--- src/hw/rtl/rdas_pkg.sv ---
package rdas_pkg;

    typedef enum logic [1:0] {
        CMD_INSERT = 2'd0,
        CMD_REMOVE = 2'd1,
        CMD_QUERY  = 2'd2
    } t_cmd;

    localparam logic [2:0] ST_STORED   = 3'd0;
    localparam logic [2:0] ST_MISS     = 3'd1;
    localparam logic [2:0] ST_FULL     = 3'd2;
    localparam logic [2:0] ST_REMOVED  = 3'd3;
    localparam logic [2:0] ST_NOTFOUND = 3'd4;

    localparam logic CFG_OBS_X = 1'b0;
    localparam logic CFG_OBS_Y = 1'b1;

    typedef enum logic [1:0] {
        OP_INSERT,
        OP_MISS,
        OP_REMOVE,
        OP_QUERY
    } t_op_kind;

    typedef struct packed {
        t_op_kind    kind;
        logic [15:0] id;
        logic [31:0] distance;
    } t_op;

    typedef struct packed {
        logic [15:0] id;
        logic [31:0] distance;
    } t_entry;

    localparam int CORDIC_STEPS = 24;
    localparam logic signed [33:0] CORDIC_X0 = 34'sd652032874;

    function automatic logic [31:0] atan_turn(input logic [4:0] i);
        logic [31:0] v;
        case (i)
            5'd0:  v = 32'h20000000;
            5'd1:  v = 32'h12E4051E;
            5'd2:  v = 32'h09FB385B;
            5'd3:  v = 32'h051111D4;
            5'd4:  v = 32'h028B0D43;
            5'd5:  v = 32'h0145D7E1;
            5'd6:  v = 32'h00A2F61E;
            5'd7:  v = 32'h00517C55;
            5'd8:  v = 32'h0028BE53;
            5'd9:  v = 32'h00145F2F;
            5'd10: v = 32'h000A2F98;
            5'd11: v = 32'h000517CC;
            5'd12: v = 32'h00028BE6;
            5'd13: v = 32'h000145F3;
            5'd14: v = 32'h0000A2FA;
            5'd15: v = 32'h0000517D;
            5'd16: v = 32'h000028BE;
            5'd17: v = 32'h0000145F;
            5'd18: v = 32'h00000A30;
            5'd19: v = 32'h00000518;
            5'd20: v = 32'h0000028C;
            5'd21: v = 32'h00000146;
            5'd22: v = 32'h000000A3;
            5'd23: v = 32'h00000051;
            default: v = 32'h0;
        endcase
        return v;
    endfunction

endpackage

--- src/hw/rtl/rdas_queue.sv ---
module rdas_queue (
    input  logic          i_clk,
    input  logic          i_rst_n,
    input  logic          i_push,
    input  rdas_pkg::t_op i_op,
    output logic          o_full,
    input  logic          i_pop,
    output logic          o_nonempty,
    output rdas_pkg::t_op o_op
);
    rdas_pkg::t_op r_slot [2];
    logic r_wp, r_rp;
    logic [1:0] r_cnt;

    always_ff @(posedge i_clk) begin
        if (!i_rst_n) begin
            r_wp <= 1'b0;
            r_rp <= 1'b0;
            r_cnt <= '0;
        end else begin
            if (i_push) begin
                r_slot[r_wp] <= i_op;
                r_wp <= !r_wp;
            end
            if (i_pop) begin
                r_rp <= !r_rp;
            end
            r_cnt <= r_cnt + 2'(i_push) - 2'(i_pop);
        end
    end

    assign o_full = (r_cnt == 2'd2);
    assign o_nonempty = (r_cnt != 2'd0);
    assign o_op = r_slot[r_rp];
endmodule

--- config.mk ---
export PLATFORM = sky130hd
export DESIGN_NAME = rdas_queue
export DESIGN_NICKNAME = d
export VERILOG_FILES = /design/src/hw/rtl/rdas_pkg.sv /design/src/hw/rtl/rdas_queue.sv
export SDC_FILE = /design/constraint.sdc
export NUM_CORES = 1
export LEC_CHECK = 0
export BUFFER_PORTS_ARGS = -buffer_cell sky130_fd_sc_hd__buf_4
export CELL_PAD_IN_SITES_DETAIL_PLACEMENT = 1
export CELL_PAD_IN_SITES_GLOBAL_PLACEMENT = 1
export CORE_ASPECT_RATIO = 0.75
export CORE_MARGIN = 4
export CORE_UTILIZATION = 40
export CTS_BUF_LIST = sky130_fd_sc_hd__clkbuf_16
export DETAILED_ROUTE_END_ITERATION = 16
export HOLD_SLACK_MARGIN = 0.03
export PLACE_DENSITY_LB_ADDON = 0.1
export SYNTH_ARGS = -nofsm -noshare
export SYNTH_HDL_FRONTEND = slang
export SYNTH_SLANG_ARGS = --single-unit
export TNS_END_PERCENT = 5
--- constraint.sdc ---
create_clock -name i_clk -period 3.05 [get_ports i_clk]
set_input_delay 0.61 -clock i_clk [delete_from_list [all_inputs] [get_ports i_clk]]
set_output_delay 0.61 -clock i_clk [all_outputs]
set_load 0.05 [all_outputs]
==> results of run 1 <==
how the worst max path moves through the flow:
stage / start / end / slack, ps / depth (start not counted)
after floorplan: i_rst_n / r_slot[0][0]$_DFFE_PP_ / 680 / 2
after global placement: register / o_op[26] / 910 / 3
after detailed placement: register / o_op[21] / 920 / 3
after CTS: register / o_op[26] / 550 / 3
after global routing: register / o_op[26] / 490 / 3
final: register / o_op[27] / 580 / 3
synthesized netlist by cell type, drive strengths merged:
master	count	area share [%]
and2	4	0.61
and3	1	0.15
buf	6	2.7
dfxtp	5	2.4
edfxtp	100	73
ha	2	0.61
inv	2	0.18
mux2	50	18
nand2	1	0.092
nor2	1	0.092
nor2b	2	0.31
or2	1	0.15
xnor3	1	0.55
xor2	2	0.43
power breakdown:
part	switching (W)	leakage [nW]	internal [W]	total, W
clock	0.000455	0.144	0.000621	0.00108
combinational	0.000365	0.991	0.000256	0.000621
sequential	0.0000350	0.961	0.00165	0.00168
cell families (layout without fill, tap and decap cells):
family                   Yosys count  after routing
flip-flops                       105            105
multiplexers                      50             50
AND/OR/NAND/NOR                   10             10
buffers and inverters              8            129
XOR/XNOR                           3              3
adder cells (fa/ha/maj)            2              2
registers in the layout (all words and copies together) (netlist names), named ones only:
register	count
r_cnt	2
r_rp	1
r_slot	100
r_wp	1
worst register-to-register path, stage by stage, from the launching register on:
cell and delay [ps]:
dfxtp_1 400, and3_2 600, buf_12 290
final cells by class:
cell class | instances | area, um^2
Inverter | 2 | 7.507
Clock buffer | 9 | 225.2
Multi-Input combinational cell | 65 | 882.1
Sequential cell | 105 | 3107
Timing Repair Buffer | 111 | 845.8
Tap cell | 132 | 165.2
Clock inverter | 7 | 56.30
Fill cell | 897 | 4524
routing by layer:
layer,up-vias,wire length [um]
li1,924,-
met1,964,3143
met2,63,3751
met3,6,629
met4,0,61
met5,-,0
through the flow:
stage          hold WS, ps  utilization, %  instances  worst slack [ps]
5_1_grt              437.0           53.90        431             493.8
3_3_place_gp         573.2           51.03        415             906.6
3_5_place_dp         588.4           51.03        415             919.5
4_1_cts              440.5           53.90        431             553.3
6_report             457.3           53.90        431             584.1
2_1_floorplan        554.6               -        178             677.1
==> impl_metrics.ini, run 1 <==
[status]
status = completed

[global_route]
gr-usage-met1_pct = 15.85
grt_pass1_vias = 2164
antenna_found_initial = 0
grt_max_degree = 30
overflow = 0
use_met3_pct = 6.327
grt_usage_pct = 12.98
grt_pass1_wl_mm = 11.68
grtUsageMet2_pct = 20.64
busiest_layer = met2

[logic_synthesis]
ys_ff_latch = 105
yosysSeqAreaShare_pct = 75.77
synth_top_family_by_area = multiplexers
synth.avg_cell_area_um2 = 23.01
synth_compound_area_share_pct = 0
yosys_warnings = 0
syn_area_mm2 = 0.004095
synth_cell_types = 15
synthMuxAreaShare_pct = 18.33
syn_nets = 234
synth_xor_area_share_pct = 0.9777
syn_inst = 178
synth-simple-area-share_pct = 1.405
synth_fa_ha_area_share_pct = 0.6111

[sta]
fin_crit_ps = 2466
tns_ps = 0
hold_violations = 0
skew_ps = 4.364
relSlewSlack_pct = 61.08
worst_slew_pin_slew_ps = 583.8
clock.fmax_mhz = 405.5
rsz0062_at_grt = false
setup_viol = 0
drv_slew = 0
period_share_pct = 80.85

[cts]
holdBufCountCts = 0
cts_tree = built
clock_latency_ps = 330
cts_root_buffer = clkbuf_16
clock-sinks = 105
cts_resized = 0
h-tree-depth = 3
path_clk_slew_ps = 60
cts_buffer_depth = 2
numCtsBuffers = 9
postCtsSetupBuffers = 0

[worst_hold_path]
hp-start = i_op[1]
hold_depth = 1
hold_end = r_slot[0][1]$_DFFE_PP_
hold_class = input pin to register

[critical_path]
slowest_stage = dfxtp_4
critical_path_arrival_ps = 1860
cp_common_cell = buf_4
start_kind = register
critPathBufInv = 2
ff2ff_path_depth = 2
crit_chain = buf_4, mux2_4, buf_4
path_class = register to output port
cp-end-kind = output port
ff2ff_setup_slack_ps = 1460
r2r-end = r_slot[1][43]$_DFFE_PP_
cp_max_fo = 23
critical-path-top-delay-family = flip-flops
cp.required_ps = 2440
r2r-start = r_wp$_SDFFE_PN0P_
critical_path.max_stage_delay_ps = 610

[power_and_ir_drop]
power.total_w = 0.003380
powerDensity_mw_per_mm2 = 639.0
ir_worst_vdd_v = 0.0003474
leakagePower_nw = 2.096

[detailed_routing]
avgViaCountPerCell = 4.541
drtPass1Iterations = 4
vias = 1957
route.detailed.drc = 0
wire_per_inst_um = 17.60
drt_iter0_markers = 109
antenna_left = 0
routed_wl_mm = 7.585

[floorplanning]
die_h_um = 95.63
dieArea_mm2 = 0.01194
row_count = 31
die_w_um = 124.8
boundaryPins = 106
core_area_mm2 = 0.009813
start_util_pct = 41.73

[place]
portBuffers = 105
hpwlAfterDp_mm = 5.419
place_area_mm2 = 0.005007
place_congestion = 0.6509

[run]
maxCapViolations = 0

[final_layout]
syn_to_final_growth_pct = 29.15
design_area_mm2 = 0.005289
antennaDiodeCount = 0
final_common_cell = buf_4
layout_common_cells = buf_4 (110), edfxtp_1 (100), mux2_4 (50)
drive_above_1_share_pct = 58.86
fin_nets = 350
(Power assumes the default switching activity.)
==> inputs of run 2 (changes only) <==
--- a/config.mk
+++ b/config.mk
@@ -5,6 +5,7 @@
 export SDC_FILE = /design/constraint.sdc
 export NUM_CORES = 1
 export LEC_CHECK = 0
+export ABC_AREA = 1
 export BUFFER_PORTS_ARGS = -buffer_cell sky130_fd_sc_hd__buf_4
 export CELL_PAD_IN_SITES_DETAIL_PLACEMENT = 1
 export CELL_PAD_IN_SITES_GLOBAL_PLACEMENT = 1
==> constraint.sdc (replaced) <==
create_clock -name i_clk -period 2.1 [get_ports i_clk]
set_input_delay 0.42 -clock i_clk [delete_from_list [all_inputs] [get_ports i_clk]]
set_output_delay 0.42 -clock i_clk [all_outputs]
set_load 0.05 [all_outputs]
==> run 2 against run 1 <==
Compared with the run above:
- critical path type unchanged
- largest power group unchanged
- worst hold slack worse by 200 ps
- total power is 49% higher
- non-clock buffer count is 4 higher
- combinational power is 42% higher
- critical endpoint is now o_op[18]
- highest routed layer unchanged
- area after synthesis hardly changed
==> impl_metrics.ini, run 2 <==
[status]
status = completed

[floorplanning]
row_count = 31
start_util_pct = 41.72
die_w_um = 124.8
dieArea_mm2 = 0.01193
boundaryPins = 106
core_area_mm2 = 0.009813
die_h_um = 95.62

[sta]
fin_crit_ps = 1920
hold_slack_ps = 257.3
setup_viol = 0
drv_slew = 0
skew_ps = 6.653
rsz0062_at_grt = false
clock.fmax_mhz = 520.8
worst_slew_pin_slew_ps = 430.3
relSlewSlack_pct = 71.31
fin_ws_ps = 180.0
period_share_pct = 91.43
hold_violations = 0

[final_layout]
layout.cells.non_filler = 445
layout_common_cells = buf_4 (113), edfxtp_1 (100), mux2_4 (50)
regMostFlops = r_slot
syn_to_final_growth_pct = 31.42
drive_above_1_share_pct = 58.47
largest_register_ff_count = 100
reg_top3 = r_slot x100, r_cnt x2
final_common_cell = buf_4
antennaDiodeCount = 0
fin_nets = 364

[critical_path]
critical_path.max_stage_delay_ps = 410
critical-path-top-delay-family = flip-flops
crit_chain = buf_12, mux2_4, buf_4
ff2ff_path_depth = 4
r2r-end = r_slot[0][24]$_DFFE_PP_
start_kind = register
path_class = register to output port
ff2ff_setup_slack_ps = 720
critical_path_arrival_ps = 1500
cp-end-kind = output port
cp_num_cells = 3
cp_max_fo = 21
critPathBufInv = 2
cp.required_ps = 1680
r2r-start = r_wp$_SDFFE_PN0P_
slowest_stage = dfxtp_4

[cts]
clock_latency_ps = 340
clock-sinks = 105
cts_buffer_depth = 2
cts_tree = built
numCtsBuffers = 9
h-tree-depth = 3
cts_root_buffer = clkbuf_16
path_clk_slew_ps = 70

[power_and_ir_drop]
leakagePower_nw = 2.145
powerDensity_mw_per_mm2 = 937.5
ir_worst_vdd_v = 0.0005058

[place]
hpwlAfterDp_mm = 5.300
portBuffers = 105
dp.cells = 425
pre_cts_slack_ps = 417.2
place_congestion = 0.6728

[worst_hold_path]
hp-start = i_op[7]
hold_class = input pin to register
hold_depth = 1
hold_end = r_slot[1][7]$_DFFE_PP_

[logic_synthesis]
syn_inst = 188
synthTopCellsByCount = edfxtp_1 (100), mux2_4 (50), inv_1 (8), nand2_1 (7)
syn_nets = 244
synth_top_area_share_pct = 73.35
synth.avg_cell_area_um2 = 21.78
synth_cell_types = 13
syn_area_mm2 = 0.004094
synth_most_common_cell = edfxtp_1
ys_ff_latch = 105
netlist_top_cells_area = edfxtp_1 (73%), mux2_4 (18%), buf_12 (2.4%)
synth_edf_count = 100
synthArstFlopShare_pct = 0
yosys.area.top_type = edfxtp_1
synth-main-ff-cell = edfxtp_1
yosys_warnings = 0
yosysSeqAreaShare_pct = 75.79

[run]
maxCapViolations = 0

[detailed_routing]
route.detailed.drc = 0
vias = 2033
drt_iter0_markers = 150
routed_wl_mm = 7.737
avgViaCountPerCell = 4.569
drtPass1Iterations = 4
antenna_left = 0
wire_per_inst_um = 17.39

[global_route]
overflow = 0
grt_usage_pct = 13.40
grt_pass1_wl_mm = 11.85
grt_pass1_vias = 2204
grt_max_degree = 31
antenna_found_initial = 0
run 2: logic make-up (layout without fill, tap and decap cells):
family	after synthesis	in the layout	synth area share (%)
buffers and inverters	14	139	3.454
adder cells (fa/ha/maj)	2	2	0.6111
XOR/XNOR	1	1	0.2140
AO/OA/AOI/OAI	2	2	0.2445
flip-flops	105	105	75.79
multiplexers	50	50	18.34
AND/OR/NAND/NOR	14	14	1.345
run 2: report_power, final:
part | leakage, nW | internal, W | switching [W]
Combinational | 1.03 | 0.000356 | 0.000527
Clock | 0.153 | 0.00104 | 0.000713
Sequential | 0.961 | 0.00238 | 0.0000265
Total | 2.14 | 0.00378 | 0.00127
run 2: metal layers:
metal  vias up  routed length (um)  GRT usage [%]
li1        961                   -              -
met1       985                3094          15.12
met2        76                3835          22.03
met3        11                 702          7.559
met4         0                 104          4.061
met5         -                   0              0
run 2: repair_timing:
action / CTS / global route
hold buffers: 0 / 0
resized for setup: 0 / 0
setup endpoints to repair: 0 / 30
buffers inserted: 0 / 4
run 2: cell type report:
cell class,count,area (um^2)
multi-input combinational,69,868.3
inverter,8,30.03
tap,132,165.2
timing repair buffer,115,888.4
fill,900,4433
clock buffer,9,225.2
clock inverter,7,96.34
sequential,105,3107
run 2: through the flow:
| step | TNS [ps] | power [W] | utilization [%] | cell area, um^2 |
|---|---|---|---|---|
| 2_1_floorplan | -2595 | 0.003081 | - | 4113 |
| 3_3_place_gp | 0 | 0.003323 | 51.24 | 5029 |
| 3_5_place_dp | 0 | 0.003335 | 51.24 | 5029 |
| 4_1_cts | 0 | 0.005104 | 54.52 | 5350 |
| 5_1_grt | 0 | 0.005265 | 54.83 | 5380 |
| 6_report | 0 | 0.005044 | 54.83 | 5380 |
run 2: worst max-delay path by stage:
stage	start	endpoint	slack [ps]
floorplan	i_rst_n	r_slot[1][0]$_DFFE_PP_	-50
global placement	register	o_op[18]	420
detailed placement	register	o_op[18]	420
CTS	register	o_op[18]	20
global route	register	o_op[18]	110
finish	register	o_op[18]	180
run 2: worst register-to-register path: cells and delay by family (launching register included):
kind                   cells  cell delay [ps]
buffers and inverters      2              490
flip-flops                 1              320
AND/OR/NAND/NOR            2              210
==> inputs of run 3 (changes only) <==
--- a/config.mk
+++ b/config.mk
@@ -5,7 +5,6 @@
 export SDC_FILE = /design/constraint.sdc
 export NUM_CORES = 1
 export LEC_CHECK = 0
-export ABC_AREA = 1
 export BUFFER_PORTS_ARGS = -buffer_cell sky130_fd_sc_hd__buf_4
 export CELL_PAD_IN_SITES_DETAIL_PLACEMENT = 1
 export CELL_PAD_IN_SITES_GLOBAL_PLACEMENT = 1
==> run 3 against run 2 <==
Compared with the run above:
- clock skew fell by 3.2 ps
- non-clock buffer count is 2 higher
- via count shrank 1.6%
- combinational power is 7.2% higher
- wire length shrank 4.4%
- global-route usage decreased by 0.39 points
- worst hold slack better by 11 ps
- sequential cell count is the same
- critical path type unchanged
- largest cell class unchanged
- largest power group unchanged
==> impl_metrics.ini, run 3 (synthesized netlist as in run 1, its figures left out) <==
[sta]
clock.fmax_mhz = 517.7
relSlewSlack_pct = 81.48
period_share_pct = 91.98
drv_slew = 0
fin_crit_ps = 1932
hold_violations = 0
skew_ps = 3.432
rsz0062_at_grt = false
tns_ps = 0
setup_viol = 0
worst_slew_pin_slew_ps = 277.9

[critical_path]
cp-end-kind = output port
r2r-start = r_cnt[0]$_SDFF_PN0_
r2r-end = r_cnt[1]$_SDFF_PN0_
ff2ff_path_depth = 6
cp_max_fo = 8
critical_path_arrival_ps = 1510
ff2ff_setup_slack_ps = 710
path_class = register to output port
cp.required_ps = 1680
start_kind = register

[cts]
clock_latency_ps = 330
cts_tree = built
cts_resized = 0
path_clk_slew_ps = 60
numCtsBuffers = 9
cts_buffer_depth = 2
cts_root_buffer = clkbuf_16
h-tree-depth = 3
clock-sinks = 105

[power_and_ir_drop]
powerDensity_mw_per_mm2 = 900.3
leakagePower_nw = 2.118
ir_worst_vdd_v = 0.0004885
power.total_w = 0.004797

[floorplanning]
boundaryPins = 106
core_area_mm2 = 0.009813
row_count = 31
die_h_um = 95.63
die_w_um = 124.8
dieArea_mm2 = 0.01194
start_util_pct = 41.73

[final_layout]
largest_register_ff_count = 100
fin_nets = 356
drive_above_1_share_pct = 60.20
syn_to_final_growth_pct = 30.13
layout_common_cells = buf_4 (114), edfxtp_1 (100), mux2_4 (50)
antennaDiodeCount = 0
regMostFlops = r_slot
final_common_cell = buf_4
reg_top3 = r_slot x100, r_cnt x2

[status]
status = completed

[global_route]
grt_usage_pct = 13.00
overflow = 0
grt_pass1_wl_mm = 11.69
grt_max_degree = 20
grt_pass1_vias = 2212
antenna_found_initial = 0

[worst_hold_path]
hold_class = input pin to register
hp-start = i_op[11]
hold_end = r_slot[0][11]$_DFFE_PP_
hold_depth = 1

[detailed_routing]
route.detailed.drc = 0
drtPass1Iterations = 4
routed_wl_mm = 7.393
vias = 2000
wire_per_inst_um = 16.96
avgViaCountPerCell = 4.587
drt_iter0_markers = 44
antenna_left = 0

[place]
hpwlAfterDp_mm = 5.212
portBuffers = 105
place_congestion = 0.6437

[run]
maxCapViolations = 0
-- run 3: cell type report --
cell class                      count  area [um^2]
Inverter                            2        7.507
Clock buffer                        9        225.2
Tap cell                          132        165.2
Timing Repair Buffer              117        915.9
Multi-Input combinational cell     65        882.1
Clock inverter                      6        26.28
Sequential cell                   105         3107
Fill cell                         886         4484
-- run 3: repair_timing --
action	4_1_cts	5_1_grt
buffers inserted	0	3
hold buffers	0	0
setup endpoints to repair	0	1
-- run 3: per-layer routing --
metal  share of wire, %  track usage, %  vias to the layer above
li1                   -               -                      929
met1                 45           16.31                      992
met2                 48           20.91                       68
met3                6.6           5.543                       11
met4                1.2           3.791                        0
met5                  0               0                        -
-- run 3: power breakdown --
| group | internal [W] | total, W | switching [W] |
|---|---|---|---|
| Sequential | 0.00239 | 0.00243 | 0.0000347 |
| Clock | 0.000777 | 0.00142 | 0.000645 |
| Combinational | 0.000396 | 0.000948 | 0.000553 |
-- run 3: critical path: stages (launching register included) --
cell	delay, ps
dfxtp_4	430
buf_4	230
mux2_4	320
buf_4	190
-- run 3: how the worst max path moves through the flow --
stage	start	slack (ps)	cells after the start	end
4_1_cts	register	30	3	o_op[2]
3_3_place_gp	register	410	3	o_op[2]
3_5_place_dp	register	410	3	o_op[2]
6_report	register	170	3	o_op[24]
2_1_floorplan	i_rst_n	20	1	r_slot[1][0]$_DFFE_PP_
5_1_grt	register	100	3	o_op[24]
-- run 3: metrics by stage --
| stage | hold slack [ps] | util [%] | setup WS [ps] | area (um^2) | std cells |
|---|---|---|---|---|---|
| global placement | 560.2 | 51.51 | 407.9 | 5055 | 418 |
| CTS | 254.4 | 54.07 | 33.82 | 5306 | 433 |
| global route | 246.6 | 54.30 | 104.3 | 5329 | 436 |
| floorplan | 518.9 | - | 23.80 | 4103 | 178 |
| detailed placement | 573.9 | 51.51 | 405.8 | 5055 | 418 |
| finish | 268.2 | 54.30 | 168.4 | 5329 | 436 |
